===== config.mk =====
export PLATFORM = sky130hd
export DESIGN_NAME = aliquot_sum_perfect_check_core
export DESIGN_NICKNAME = d
export VERILOG_FILES = /design/src/rtl/aspc_pkg.sv /design/src/rtl/aliquot_sum_perfect_check_core.sv /design/src/rtl/aspc_div.sv
export SDC_FILE = /design/constraint.sdc
export NUM_CORES = 1
export LEC_CHECK = 0
export BUFFER_PORTS_ARGS = -buffer_cell sky130_fd_sc_hd__buf_2
export CAP_MARGIN = 40
export CORE_ASPECT_RATIO = 0.5
export CORE_MARGIN = 5
export CORE_UTILIZATION = 35
export DETAILED_ROUTE_END_ITERATION = 8
export GPL_TIMING_DRIVEN = 0
export PLACE_DENSITY = 0.57
export SLEW_MARGIN = 20
export SYNTH_ARGS = -nofsm -noshare
export SYNTH_HDL_FRONTEND = slang
export SYNTH_SLANG_ARGS = --single-unit

===== constraint.sdc =====
create_clock -name clk -period 6.7 [get_ports clk]
set_input_delay 1.34 -clock clk [delete_from_list [all_inputs] [get_ports clk]]
set_output_delay 1.34 -clock clk [all_outputs]
set_load 0.02 [all_outputs]

===== src/rtl/aspc_pkg.sv =====
// Shared types for the aliquot sum and perfect-number check block.
package aspc_pkg;

    // Sequencer states of the top level.
    typedef enum logic [2:0] {
        S_IDLE,
        S_START,
        S_DIV,
        S_CHECK,
        S_ADDQ,
        S_FINISH
    } aspc_state_t;

    // Status that the serial divider reports to the sequencer.
    typedef struct packed {
        logic busy;
        logic done;
    } div_status_t;

    // Width of the divisor total field on the output.
    localparam int unsigned TOTAL_BITS = 34;

endpackage


===== src/rtl/aliquot_sum_perfect_check_core.sv =====
// Top level of the aliquot sum and perfect-number check block.

// This block takes one signed number per transfer and returns the sum of its
// proper divisors together with a flag that is set when the number is perfect.
// Numbers of one or less, zero and negative values give a total of zero and a
// clear flag; they go from the input transfer straight to the finish state and
// from there into the output register. For a larger number n the block tries
// each divisor d from 2 while d does not exceed n / d, and every trial runs
// through one shared bit-serial divider that produces one quotient bit per
// cycle. A trial passes through a start step, the division and a check of
// the remainder, plus a step for the paired quotient when d divides n evenly.
// The last trial, with d one above the integer square root, only ends the
// search, so an item takes about floor(sqrt(n)) trials. Items are handled one
// at a time, and the input is ready again as soon as a result has been moved
// into the output register, even if that result has not yet been taken.
module aliquot_sum_perfect_check_core #(
    parameter int unsigned NUMBER_BITS = 32
) (
    input  logic                                  clk,
    input  logic                                  rst_n,
    // Input stream.
    input  logic                                  s_tvalid,
    output logic                                  s_tready,
    // Bits from lowest up: number (NUMBER_BITS, signed), zero padding.
    input  logic [((NUMBER_BITS+7)/8)*8-1:0]      s_tdata,
    // Output stream.
    output logic                                  m_tvalid,
    input  logic                                  m_tready,
    // Bits from lowest up: divisor_total (34, unsigned), zero padding.
    output logic [((aspc_pkg::TOTAL_BITS+7)/8)*8-1:0] m_tdata,
    // Bits from lowest up: perfect (1).
    output logic                                  m_tuser
);

    localparam int unsigned OUT_DATA_BITS = ((aspc_pkg::TOTAL_BITS + 7) / 8) * 8;
    // The unreduced sum of divisors stays below 16 * n, so four spare bits suffice.
    localparam int unsigned SUM_BITS = (NUMBER_BITS + 4 > aspc_pkg::TOTAL_BITS) ?
                                       NUMBER_BITS + 4 : aspc_pkg::TOTAL_BITS;

    aspc_pkg::aspc_state_t state_reg, state_next;

    logic [NUMBER_BITS-1:0]           n_reg, n_next;
    logic [NUMBER_BITS-1:0]           d_reg, d_next;
    logic [SUM_BITS-1:0]              total_reg, total_next;
    logic [aspc_pkg::TOTAL_BITS-1:0]  out_total_reg, out_total_next;
    logic                             out_perfect_reg, out_perfect_next;
    logic                             out_valid_reg, out_valid_next;

    logic [NUMBER_BITS-1:0]  number;
    logic [NUMBER_BITS-1:0]  pos_value;
    logic                    small_value;
    logic                    in_xfer;
    logic                    div_start;
    logic                    out_load;
    aspc_pkg::div_status_t   div_stat;
    logic [NUMBER_BITS-1:0]  quotient;
    logic [NUMBER_BITS-1:0]  remainder;
    logic                    trials_done;

    // Negative inputs are treated as zero: they have no proper divisors here.
    assign number      = s_tdata[NUMBER_BITS-1:0];
    assign pos_value   = number[NUMBER_BITS-1] ? '0 : number;
    assign small_value = (pos_value <= NUMBER_BITS'(1));
    assign in_xfer     = s_tvalid && s_tready;
    // The search stops once the divisor exceeds the quotient, i.e. d * d > n.
    assign trials_done = (d_reg > quotient);

    aspc_div #(
        .NUMBER_BITS (NUMBER_BITS)
    ) u_div (
        .clk       (clk),
        .rst_n     (rst_n),
        .start     (div_start),
        .dividend  (n_reg),
        .divisor   (d_reg),
        .status    (div_stat),
        .quotient  (quotient),
        .remainder (remainder)
    );

    // Next-state logic of the trial sequencer.
    always_comb
    begin
        state_next = state_reg;
        case (state_reg)
            aspc_pkg::S_IDLE:
            begin
                if (in_xfer)
                begin
                    state_next = small_value ? aspc_pkg::S_FINISH : aspc_pkg::S_START;
                end
            end
            aspc_pkg::S_START:
            begin
                state_next = aspc_pkg::S_DIV;
            end
            aspc_pkg::S_DIV:
            begin
                if (div_stat.done)
                begin
                    state_next = aspc_pkg::S_CHECK;
                end
            end
            aspc_pkg::S_CHECK:
            begin
                if (trials_done)
                begin
                    state_next = aspc_pkg::S_FINISH;
                end
                else if (remainder == '0)
                begin
                    state_next = aspc_pkg::S_ADDQ;
                end
                else
                begin
                    state_next = aspc_pkg::S_START;
                end
            end
            aspc_pkg::S_ADDQ:
            begin
                state_next = aspc_pkg::S_START;
            end
            aspc_pkg::S_FINISH:
            begin
                if (out_load)
                begin
                    state_next = aspc_pkg::S_IDLE;
                end
            end
            default:
            begin
                state_next = aspc_pkg::S_IDLE;
            end
        endcase
    end

    // Control outputs of the sequencer.
    always_comb
    begin
        s_tready  = 1'b0;
        div_start = 1'b0;
        out_load  = 1'b0;
        case (state_reg)
            aspc_pkg::S_IDLE:
            begin
                s_tready = 1'b1;
            end
            aspc_pkg::S_START:
            begin
                div_start = 1'b1;
            end
            aspc_pkg::S_FINISH:
            begin
                out_load = !out_valid_reg || m_tready;
            end
            default:
            begin
                s_tready = 1'b0;
            end
        endcase
    end

    // Datapath: operand capture, divisor count and the running total.
    always_comb
    begin
        n_next           = n_reg;
        d_next           = d_reg;
        total_next       = total_reg;
        out_total_next   = out_total_reg;
        out_perfect_next = out_perfect_reg;
        out_valid_next   = out_valid_reg;

        if (m_tready)
        begin
            out_valid_next = 1'b0;
        end

        case (state_reg)
            aspc_pkg::S_IDLE:
            begin
                if (in_xfer)
                begin
                    n_next     = pos_value;
                    d_next     = NUMBER_BITS'(2);
                    total_next = small_value ? '0 : SUM_BITS'(1);
                end
            end
            aspc_pkg::S_CHECK:
            begin
                if (!trials_done)
                begin
                    if (remainder == '0)
                    begin
                        total_next = total_reg + {{(SUM_BITS-NUMBER_BITS){1'b0}}, d_reg};
                    end
                    else
                    begin
                        d_next = d_reg + NUMBER_BITS'(1);
                    end
                end
            end
            aspc_pkg::S_ADDQ:
            begin
                // A square root divisor is counted only once.
                if (quotient != d_reg)
                begin
                    total_next = total_reg + {{(SUM_BITS-NUMBER_BITS){1'b0}}, quotient};
                end
                d_next = d_reg + NUMBER_BITS'(1);
            end
            aspc_pkg::S_FINISH:
            begin
                if (out_load)
                begin
                    out_total_next   = total_reg[aspc_pkg::TOTAL_BITS-1:0];
                    out_perfect_next = (n_reg != '0) &&
                        (total_reg == {{(SUM_BITS-NUMBER_BITS){1'b0}}, n_reg});
                    out_valid_next   = 1'b1;
                end
            end
            default:
            begin
                d_next = d_reg;
            end
        endcase
    end

    always_ff @(posedge clk or negedge rst_n)
    begin
        if (!rst_n)
        begin
            state_reg     <= aspc_pkg::S_IDLE;
            out_valid_reg <= 1'b0;
        end
        else
        begin
            state_reg     <= state_next;
            out_valid_reg <= out_valid_next;
        end
    end

    always_ff @(posedge clk)
    begin
        n_reg           <= n_next;
        d_reg           <= d_next;
        total_reg       <= total_next;
        out_total_reg   <= out_total_next;
        out_perfect_reg <= out_perfect_next;
    end

    assign m_tvalid = out_valid_reg;
    assign m_tdata  = {{(OUT_DATA_BITS-aspc_pkg::TOTAL_BITS){1'b0}}, out_total_reg};
    assign m_tuser  = out_perfect_reg;

    // An input of one or less skips the trial loop entirely.
    a_small_skips: assert property (@(posedge clk) disable iff (!rst_n)
        (in_xfer && small_value) |=> (state_reg == aspc_pkg::S_FINISH))
        else $error("small input did not go straight to finish");

    // The divider is only started when it is free.
    a_div_free: assert property (@(posedge clk) disable iff (!rst_n)
        div_start |-> !div_stat.busy)
        else $error("divider started while busy");

    // The trial divisor must not move while a division is in flight.
    a_div_operand: assert property (@(posedge clk) disable iff (!rst_n)
        (state_reg == aspc_pkg::S_DIV) |=> $stable(d_reg))
        else $error("divisor changed during division");

    // A perfect number always has a nonzero divisor total.
    a_perfect_total: assert property (@(posedge clk) disable iff (!rst_n)
        (m_tvalid && m_tuser) |-> (out_total_reg != '0))
        else $error("perfect flag with zero total");

endmodule


===== src/rtl/aspc_div.sv =====
// Bit-serial restoring divider: one quotient bit per clock cycle.
module aspc_div #(
    parameter int unsigned NUMBER_BITS = 32
) (
    input  logic                        clk,
    input  logic                        rst_n,
    input  logic                        start,
    input  logic [NUMBER_BITS-1:0]      dividend,
    input  logic [NUMBER_BITS-1:0]      divisor,
    output aspc_pkg::div_status_t       status,
    output logic [NUMBER_BITS-1:0]      quotient,
    output logic [NUMBER_BITS-1:0]      remainder
);

    localparam int unsigned CNT_BITS = $clog2(NUMBER_BITS + 1);

    logic [NUMBER_BITS-1:0] rem_reg, rem_next;
    logic [NUMBER_BITS-1:0] quo_reg, quo_next;
    logic [CNT_BITS-1:0]    cnt_reg, cnt_next;
    logic                   busy_reg, busy_next;
    logic                   done_reg, done_next;
    logic [NUMBER_BITS:0]   shifted;
    logic [NUMBER_BITS:0]   divisor_ext;
    logic                   fits;

    assign shifted     = {rem_reg, quo_reg[NUMBER_BITS-1]};
    assign divisor_ext = {1'b0, divisor};
    assign fits        = (shifted >= divisor_ext);

    always_comb
    begin
        rem_next  = rem_reg;
        quo_next  = quo_reg;
        cnt_next  = cnt_reg;
        busy_next = busy_reg;
        done_next = 1'b0;
        if (start)
        begin
            rem_next  = '0;
            quo_next  = dividend;
            cnt_next  = CNT_BITS'(NUMBER_BITS);
            busy_next = 1'b1;
        end
        else if (busy_reg)
        begin
            // Shift in the next dividend bit and subtract when the divisor fits.
            if (fits)
            begin
                rem_next = NUMBER_BITS'(shifted - divisor_ext);
            end
            else
            begin
                rem_next = shifted[NUMBER_BITS-1:0];
            end
            quo_next = {quo_reg[NUMBER_BITS-2:0], fits};
            cnt_next = cnt_reg - CNT_BITS'(1);
            if (cnt_reg == CNT_BITS'(1))
            begin
                busy_next = 1'b0;
                done_next = 1'b1;
            end
        end
    end

    always_ff @(posedge clk or negedge rst_n)
    begin
        if (!rst_n)
        begin
            cnt_reg  <= '0;
            busy_reg <= 1'b0;
            done_reg <= 1'b0;
        end
        else
        begin
            cnt_reg  <= cnt_next;
            busy_reg <= busy_next;
            done_reg <= done_next;
        end
    end

    always_ff @(posedge clk)
    begin
        rem_reg <= rem_next;
        quo_reg <= quo_next;
    end

    assign status.busy = busy_reg;
    assign status.done = done_reg;
    assign quotient    = quo_reg;
    assign remainder   = rem_reg;

endmodule

# [Word level (Yosys, flattened, before mapping)]
# Index checks and enable logic that the tools add are counted.
[word_totals] register_bits=211 latchBits=0 ram_bits=0 mem_bits_ro=0 inputBits=36 output_inout_bits=43 word_cells=84 n_memories=0
[op_classes] n_addsub=5 multipliers=0 div=0 magnitude_cmp=3 eq_ne=15 n_shift=0 muxes=35 bitwise_logic=0 reduce_logical=14
[ops] operator="$mux 32" count=6
[ops] operator="$mux 36" count=4
[ops] operator="$pmux 36 s3" count=1
[ops] operator="$pmux 32 s3" count=1
[ops] operator="$add 36x32->36" count=2
[ops] operator="$eq 36x32->1" count=1
[ops] operator="$ge 33x32->1" count=1
[ops] operator="$add 32x1->32 const B" count=1
[ops] operator="$gt 32x32->1" count=1
[ops] operator="$logic_not 32->1" count=1
[ops] operator="$ne 32x32->1" count=1
[ops] operator="$reduce_bool 32->1" count=1
[ops] operator="$sub 32x32->32" count=1
[ops] operator="$le 31x1->1 const B" count=1
[ops] operator="$mux 31" count=1
[ops] operator="$mux 3" count=6
[ops] operator="$pmux 3 s6" count=1
[ops] operator="$mux 1" count=13
[ops] operator="$mux 6" count=2
[ops] operator="$ne 2x2->1 const B" count=6
[ops] operator="$eq 3x2->1 const B" count=2
[ops] operator="$eq 3x3->1 const B" count=2
[ops] operator="$eq 6x1->1 const B" count=1
[ops] operator="$sub 6x1->6 const B" count=1
[ops] operator="other kinds (12)" count=14

# [Longest topological paths before layout]
[logic_depth] ltp_word=5 ltp_mapped=19 ltp_nobuf=16

# [Modules after synthesis]
# A second synthesis with hierarchy kept.
[unflattened] hier_cells=1439 hier_area_um2=14320.0
[by_module_without_submodules] mod="aliquot_sum_perfect_check_core" instances=1 cells_per_inst=846 area_per_inst_um2=8948.6 seq_area_each_um2=4124.0
[by_module_without_submodules] mod="aspc_div" instances=1 cells_per_inst=593 area_per_inst_um2=5371.4 seq_area_each_um2=1801.7

# [Least setup slack after synthesis]
# No wires, ideal clock.
[synth_path] kind="reg-to-reg" startpoint="register d_reg[9]" endpoint="register total_reg[0], enable pin" setup_time_ns=0.429 arrival_ns=3.562 path_slack_ns=2.709 path_stages_with_launch=11 path_buffers=0 path_cell_list="edfxtp_1 > ha_1 > a21o_1 > a21o_1 > a21o_1 > a21o_1 > a211o_1 > o211ai_1 > a21boi_1 > o211a_1 > nor2_1"
[synth_via] elab_chain_cells=3 elab_cells_between_ends=5 cone_classes="1 x order compare; 3 x eq/ne; 1 x reduce/logical"
[synth_lines] element="start: declaration" line_no="aliquot_sum_perfect_check_core.sv:43" text="logic [NUMBER_BITS-1:0] d_reg, d_next;"
[synth_lines] element="start signal: assignment" line_no="aliquot_sum_perfect_check_core.sv:245" text="d_reg <= d_next;"
[synth_lines] element="$gt 32x32->1 / $ne 32x32->1 (equally long branches)" line_no="aliquot_sum_perfect_check_core.sv:66, aliquot_sum_perfect_check_core.sv:205"
[synth_lines] element="$ne 2x2->1 (no source line)"
[synth_lines] element="$reduce_and 5->1 (no source line) *"
[synth_lines] element="end signal: assignment" line_no="aliquot_sum_perfect_check_core.sv:246" text="total_reg <= total_next;"
[synth_lines] element="end: declaration" line_no="aliquot_sum_perfect_check_core.sv:44" text="logic [SUM_BITS-1:0] total_reg, total_next;"
# Mark *: on every way between the ends. The rest lies on a longest branch, timed or not.
# A chain may end at the register's enable or synchronous reset.

# [Final worst setup path]
[layout_path] startpoint="register state_reg[0]" endpoint="register total_reg[28] (data pin)"
[layout_via] elab_chain_cells=2 elab_cells_between_ends=4 cone_classes="2 x eq/ne; 1 x mux; 1 x reduce/logical"
[layout_lines] element="start: declaration" line_no="aliquot_sum_perfect_check_core.sv:40" text="aspc_pkg::aspc_state_t state_reg, state_next;"
[layout_lines] element="start signal: assignment" line_no="aliquot_sum_perfect_check_core.sv:232" text="state_reg <= aspc_pkg::S_IDLE;"
[layout_lines] element="start signal: assignment" line_no="aliquot_sum_perfect_check_core.sv:237" text="state_reg <= state_next;"
[layout_lines] element="$eq 3x3->1, or another cell as far along" line_no="aliquot_sum_perfect_check_core.sv:178" text="case (state_reg)"
[layout_lines] element="$pmux 36 s3 *" line_no="aliquot_sum_perfect_check_core.sv:178"
# Marked as above.

==> impl_metrics.xml <==
<?xml version="1.0" encoding="UTF-8"?>
<metrics>
  <group name="status">
    <metric name="result_of_the_run" unit="">finished clean</metric>
  </group>
  <group name="sta">
    <metric name="final-max-slew-violation-count" unit="">0</metric>
    <metric name="hold_violations_final" unit="">0</metric>
    <metric name="worst_max_slew_pin_slew" unit="ps">868</metric>
    <metric name="setup_violations" unit="">0</metric>
    <metric name="slew_headroom" unit="%">42.1</metric>
    <metric name="setup_tns" unit="ps">0</metric>
    <metric name="period_share" unit="%">74.6</metric>
    <metric name="post-route-min-period" unit="ps">5000</metric>
    <metric name="rsz0062_at_grt" unit="">no</metric>
    <metric name="clock-skew-final" unit="ps">33.9</metric>
    <metric name="maxClockFrequency" unit="GHz">0.200</metric>
  </group>
  <group name="clock_tree">
    <metric name="clock-sinks" unit="">210</metric>
    <metric name="h_tree_levels" unit="">1</metric>
    <metric name="cts_setup_buffers" unit="">0</metric>
    <metric name="cts-buffers-inserted" unit="">23</metric>
    <metric name="cts_root_buffer" unit="">sky130_fd_sc_hd__clkbuf_16</metric>
    <metric name="tritoncts" unit="">yes</metric>
    <metric name="clock_transition_at_path_regs" unit="ps">70</metric>
    <metric name="cts.repair.resized" unit="">0</metric>
    <metric name="clk_latency" unit="ps">550</metric>
    <metric name="ctsLongestPathBuffers" unit="">3</metric>
    <metric name="cts.hold.buffers_added" unit="">0</metric>
  </group>
  <group name="synthesis">
    <metric name="mean_syn_cell_area" unit="um2">9.49</metric>
    <metric name="async_reset_ff_share" unit="%">5.71</metric>
    <metric name="yosys.cell_types.count" unit="">84</metric>
    <metric name="ys_top_cells_by_count" unit="">sky130_fd_sc_hd__edfxtp_1, sky130_fd_sc_hd__nand2_1, sky130_fd_sc_hd__o21ai_0</metric>
    <metric name="syn_inst" unit="">1436</metric>
    <metric name="synth_largest_area_cell" unit="">sky130_fd_sc_hd__edfxtp_1</metric>
    <metric name="leading_post_synthesis_cells_by_cell_area" unit="">sky130_fd_sc_hd__edfxtp_1, sky130_fd_sc_hd__ha_1, sky130_fd_sc_hd__o21ai_0</metric>
    <metric name="yosys.area.top_type_share" unit="%">36.6</metric>
    <metric name="number_of_enable_type_register_cells_in_the_synthesized_netlist" unit="">166</metric>
    <metric name="synthMostInstantiatedCell" unit="">sky130_fd_sc_hd__edfxtp_1</metric>
    <metric name="ys_warn_count" unit="">0</metric>
    <metric name="dominantRegCellSynth" unit="">sky130_fd_sc_hd__edfxtp_1</metric>
    <metric name="seq_area_frac_synth" unit="%">43.5</metric>
    <metric name="syn_area" unit="um2">13600</metric>
    <metric name="synth-seq-cells" unit="">210</metric>
  </group>
  <group name="layout">
    <metric name="postLayoutCoreUtil" unit="%">40.3</metric>
    <metric name="post-route-cell-area" unit="um2">15600</metric>
    <metric name="largest_register_ff_count" unit="">36</metric>
    <metric name="final_net_count" unit="">1681</metric>
    <metric name="fraction_of_final_layout_cells_with_drive_strength_greater_than_1" unit="%">10.4</metric>
    <metric name="area_delta_synth_final" unit="%">14.4</metric>
    <metric name="final_cell_count_no_fill" unit="">2092</metric>
  </group>
  <group name="global_route">
    <metric name="first_global_vias" unit="">10467</metric>
    <metric name="grt_pass1_wl" unit="mm">62.2</metric>
    <metric name="grtUsageTotal" unit="%">18.5</metric>
    <metric name="grt_antenna_before_repair" unit="">0</metric>
    <metric name="globalRoute.totalOverflow" unit="">0</metric>
    <metric name="grt_start_max_net_pins" unit="">30</metric>
  </group>
  <group name="detailed_routing">
    <metric name="route.vias.total" unit="">11055</metric>
    <metric name="drt-pass1-iter-count" unit="">7</metric>
    <metric name="drtIter0Drc" unit="">1010</metric>
    <metric name="postRouteWirelength" unit="mm">40.6</metric>
    <metric name="wl_per_cell" unit="um">19.4</metric>
    <metric name="drcViolationCount" unit="">0</metric>
    <metric name="route.detailed.vias_per_inst" unit="">5.28</metric>
    <metric name="detail-route-antenna-nets" unit="">0</metric>
  </group>
  <group name="min_path">
    <metric name="timing.hold.worst.start" unit="">u_div.remainder[1]</metric>
    <metric name="worstHoldPathCells" unit="">2</metric>
    <metric name="min-delay-path-class" unit="">reg2reg</metric>
  </group>
  <group name="setup_path">
    <metric name="timing_worst_setup_path_type" unit="">reg2reg</metric>
    <metric name="critical_path_peak_fanout" unit="">10</metric>
    <metric name="crit_top_cell" unit="">sky130_fd_sc_hd__clkbuf_1</metric>
    <metric name="end_kind" unit="">register</metric>
    <metric name="setup.worst_path.start_class" unit="">register</metric>
    <metric name="cp_cell_sequence" unit="">clkbuf_1, nor2_1, and2_1, clkbuf_1, clkbuf_1, nand2_1, o21ai_0, ha_1, inv_1, fa_1, and2b_1, o21ai_1, a21oi_1, o311ai_1, a211oi_2, o21ai_2, o41ai_1, xnor2_1, nor2_1</metric>
    <metric name="launch_point_of_the_worst_path" unit="">state_reg[0]</metric>
    <metric name="r2r_start" unit="">state_reg[0]</metric>
    <metric name="cp.arrival" unit="ps">5280</metric>
    <metric name="critical_path.slowest_cell" unit="">sky130_fd_sc_hd__o41ai_1</metric>
    <metric name="critical-path-max-stage-delay" unit="ps">480</metric>
    <metric name="worst_r2r_path_depth" unit="">19</metric>
    <metric name="critical_path_required" unit="ps">6980</metric>
  </group>
  <group name="power_and_ir_drop">
    <metric name="vdd.ir_drop.worst" unit="uV">112</metric>
    <metric name="leakagePower" unit="nW">6.06</metric>
    <metric name="cellPowerDensity" unit="nW/um2">175</metric>
    <metric name="p_total" unit="mW">2.73</metric>
  </group>
  <group name="floorplan">
    <metric name="initial_core_util" unit="%">35.2</metric>
    <metric name="fp.dieArea" unit="um2">43200</metric>
    <metric name="floorplan.rows" unit="">51</metric>
    <metric name="io_pins" unit="">79</metric>
    <metric name="core_region_area" unit="um2">38700</metric>
    <metric name="die_height" unit="um">150</metric>
    <metric name="die_width" unit="um">289</metric>
  </group>
  <group name="placement">
    <metric name="routabilityCongestion" unit="">0.901</metric>
    <metric name="place.port_buffers" unit="">72</metric>
    <metric name="dpl.cell_count" unit="">2049</metric>
    <metric name="detailed_place.area" unit="um2">14800</metric>
    <metric name="dpl_hpwl" unit="mm">31.7</metric>
  </group>
  <group name="job">
    <metric name="drv_cap" unit="">0</metric>
  </group>
</metrics>
==> final timing paths <==
path                                       to  slack, ps
hold / removal             u_div.remainder[1]        500
min in group asynchronous      u_div.busy_reg        700
setup / recovery                total_reg[28]       1700
hold reg to reg            u_div.remainder[1]        500
setup reg to reg                total_reg[28]       1700
max in group asynchronous    u_div.cnt_reg[0]       5760
==> where the power goes <==
group / switching, mW / internal, mW / leakage (nW) / total, mW
registers: 0.0000000000000000156 / 1.39 / 1.81 / 1.39
logic: 0.0203 / 0.0170 / 3.88 / 0.0373
clock network: 0.571 / 0.733 / 0.367 / 1.30
total: 0.592 / 2.14 / 6.06 / 2.73
==> per-layer routing <==
metal / share of wire (%) / up-vias / track usage [%]
li1: - / 5428 / -
met1: 49 / 5328 / 27.8
met2: 44 / 261 / 28.9
met3: 5.7 / 38 / 2.69
met4: 1.3 / 0 / 2.52
met5: 0 / - / 0
==> stage by stage <==
| stage | hold WS (ps) | setup slack, ps |
|---|---|---|
| floorplan | 448 | 2710 |
| global placement | 493 | 1290 |
| CTS | 500 | 1710 |
| global route | 517 | 1160 |
| finish | 496 | 1700 |
| detailed placement | 493 | 1720 |
==> kinds of logic (layout without fill, tap and decap cells) <==
kind of cell / after synthesis / after routing / synth area share (%)
adder cells (fa/ha/maj): 101 / 101 / 9.38
flip-flops: 210 / 210 / 43.5
buffers and inverters: 148 / 268 / 4.49
other: 1 / 7 / 0.0275
AND/OR/NAND/NOR: 483 / 483 / 17.4
XOR/XNOR: 112 / 112 / 7.20
AO/OA/AOI/OAI: 366 / 366 / 16.9
multiplexers: 15 / 15 / 1.10
==> layout by cell type, fill, tap and decap left out, drive strengths merged, types with 6 or more instances in the layout <==
master,netlist,routed
o31ai,8,8
nor2,117,117
and2,7,7
dfxtp,32,32
o21bai,9,9
ha,99,99
nand2b,10,10
nor3,24,24
inv,86,87
nand2,142,142
xnor2,64,64
nand4,35,35
nor4,37,37
buf,14,91
nand3,26,26
edfxtp,166,166
nor2b,44,44
a211oi,7,7
and3,9,9
o21ai,144,144
clkinv,2,9
conb,1,6
mux2i,15,15
or3,12,12
dfrtp,12,12
a21o,46,46
o211ai,7,7
a31oi,19,19
o21a,7,7
clkbuf,46,74
a21oi,83,83
xor2,48,48
==> layout make-up <==
| class | count | area [um2] |
|---|---|---|
| plain buffers | 60 | 282 |
| repair buffers | 78 | 487 |
| flip-flops and latches | 210 | 5930 |
| fillers | 3897 | 23100 |
| well taps | 530 | 663 |
| diodes | 1 | 2.50 |
| inverters | 88 | 330 |
| clock buffers | 28 | 649 |
| clock inverters | 14 | 114 |
| multi-input cells | 1083 | 7130 |
==> critical path: cells and delay by family (launching register included) <==
| kind | cells | cell delay (ps) |
|---|---|---|
| AO/OA/AOI/OAI | 7 | 1660 |
| XOR/XNOR | 1 | 190 |
| flip-flops | 1 | 390 |
| AND/OR/NAND/NOR | 5 | 760 |
| buffers and inverters | 4 | 1160 |
| adder cells (fa/ha/maj) | 2 | 610 |
Power figures use the tool's default switching activity.
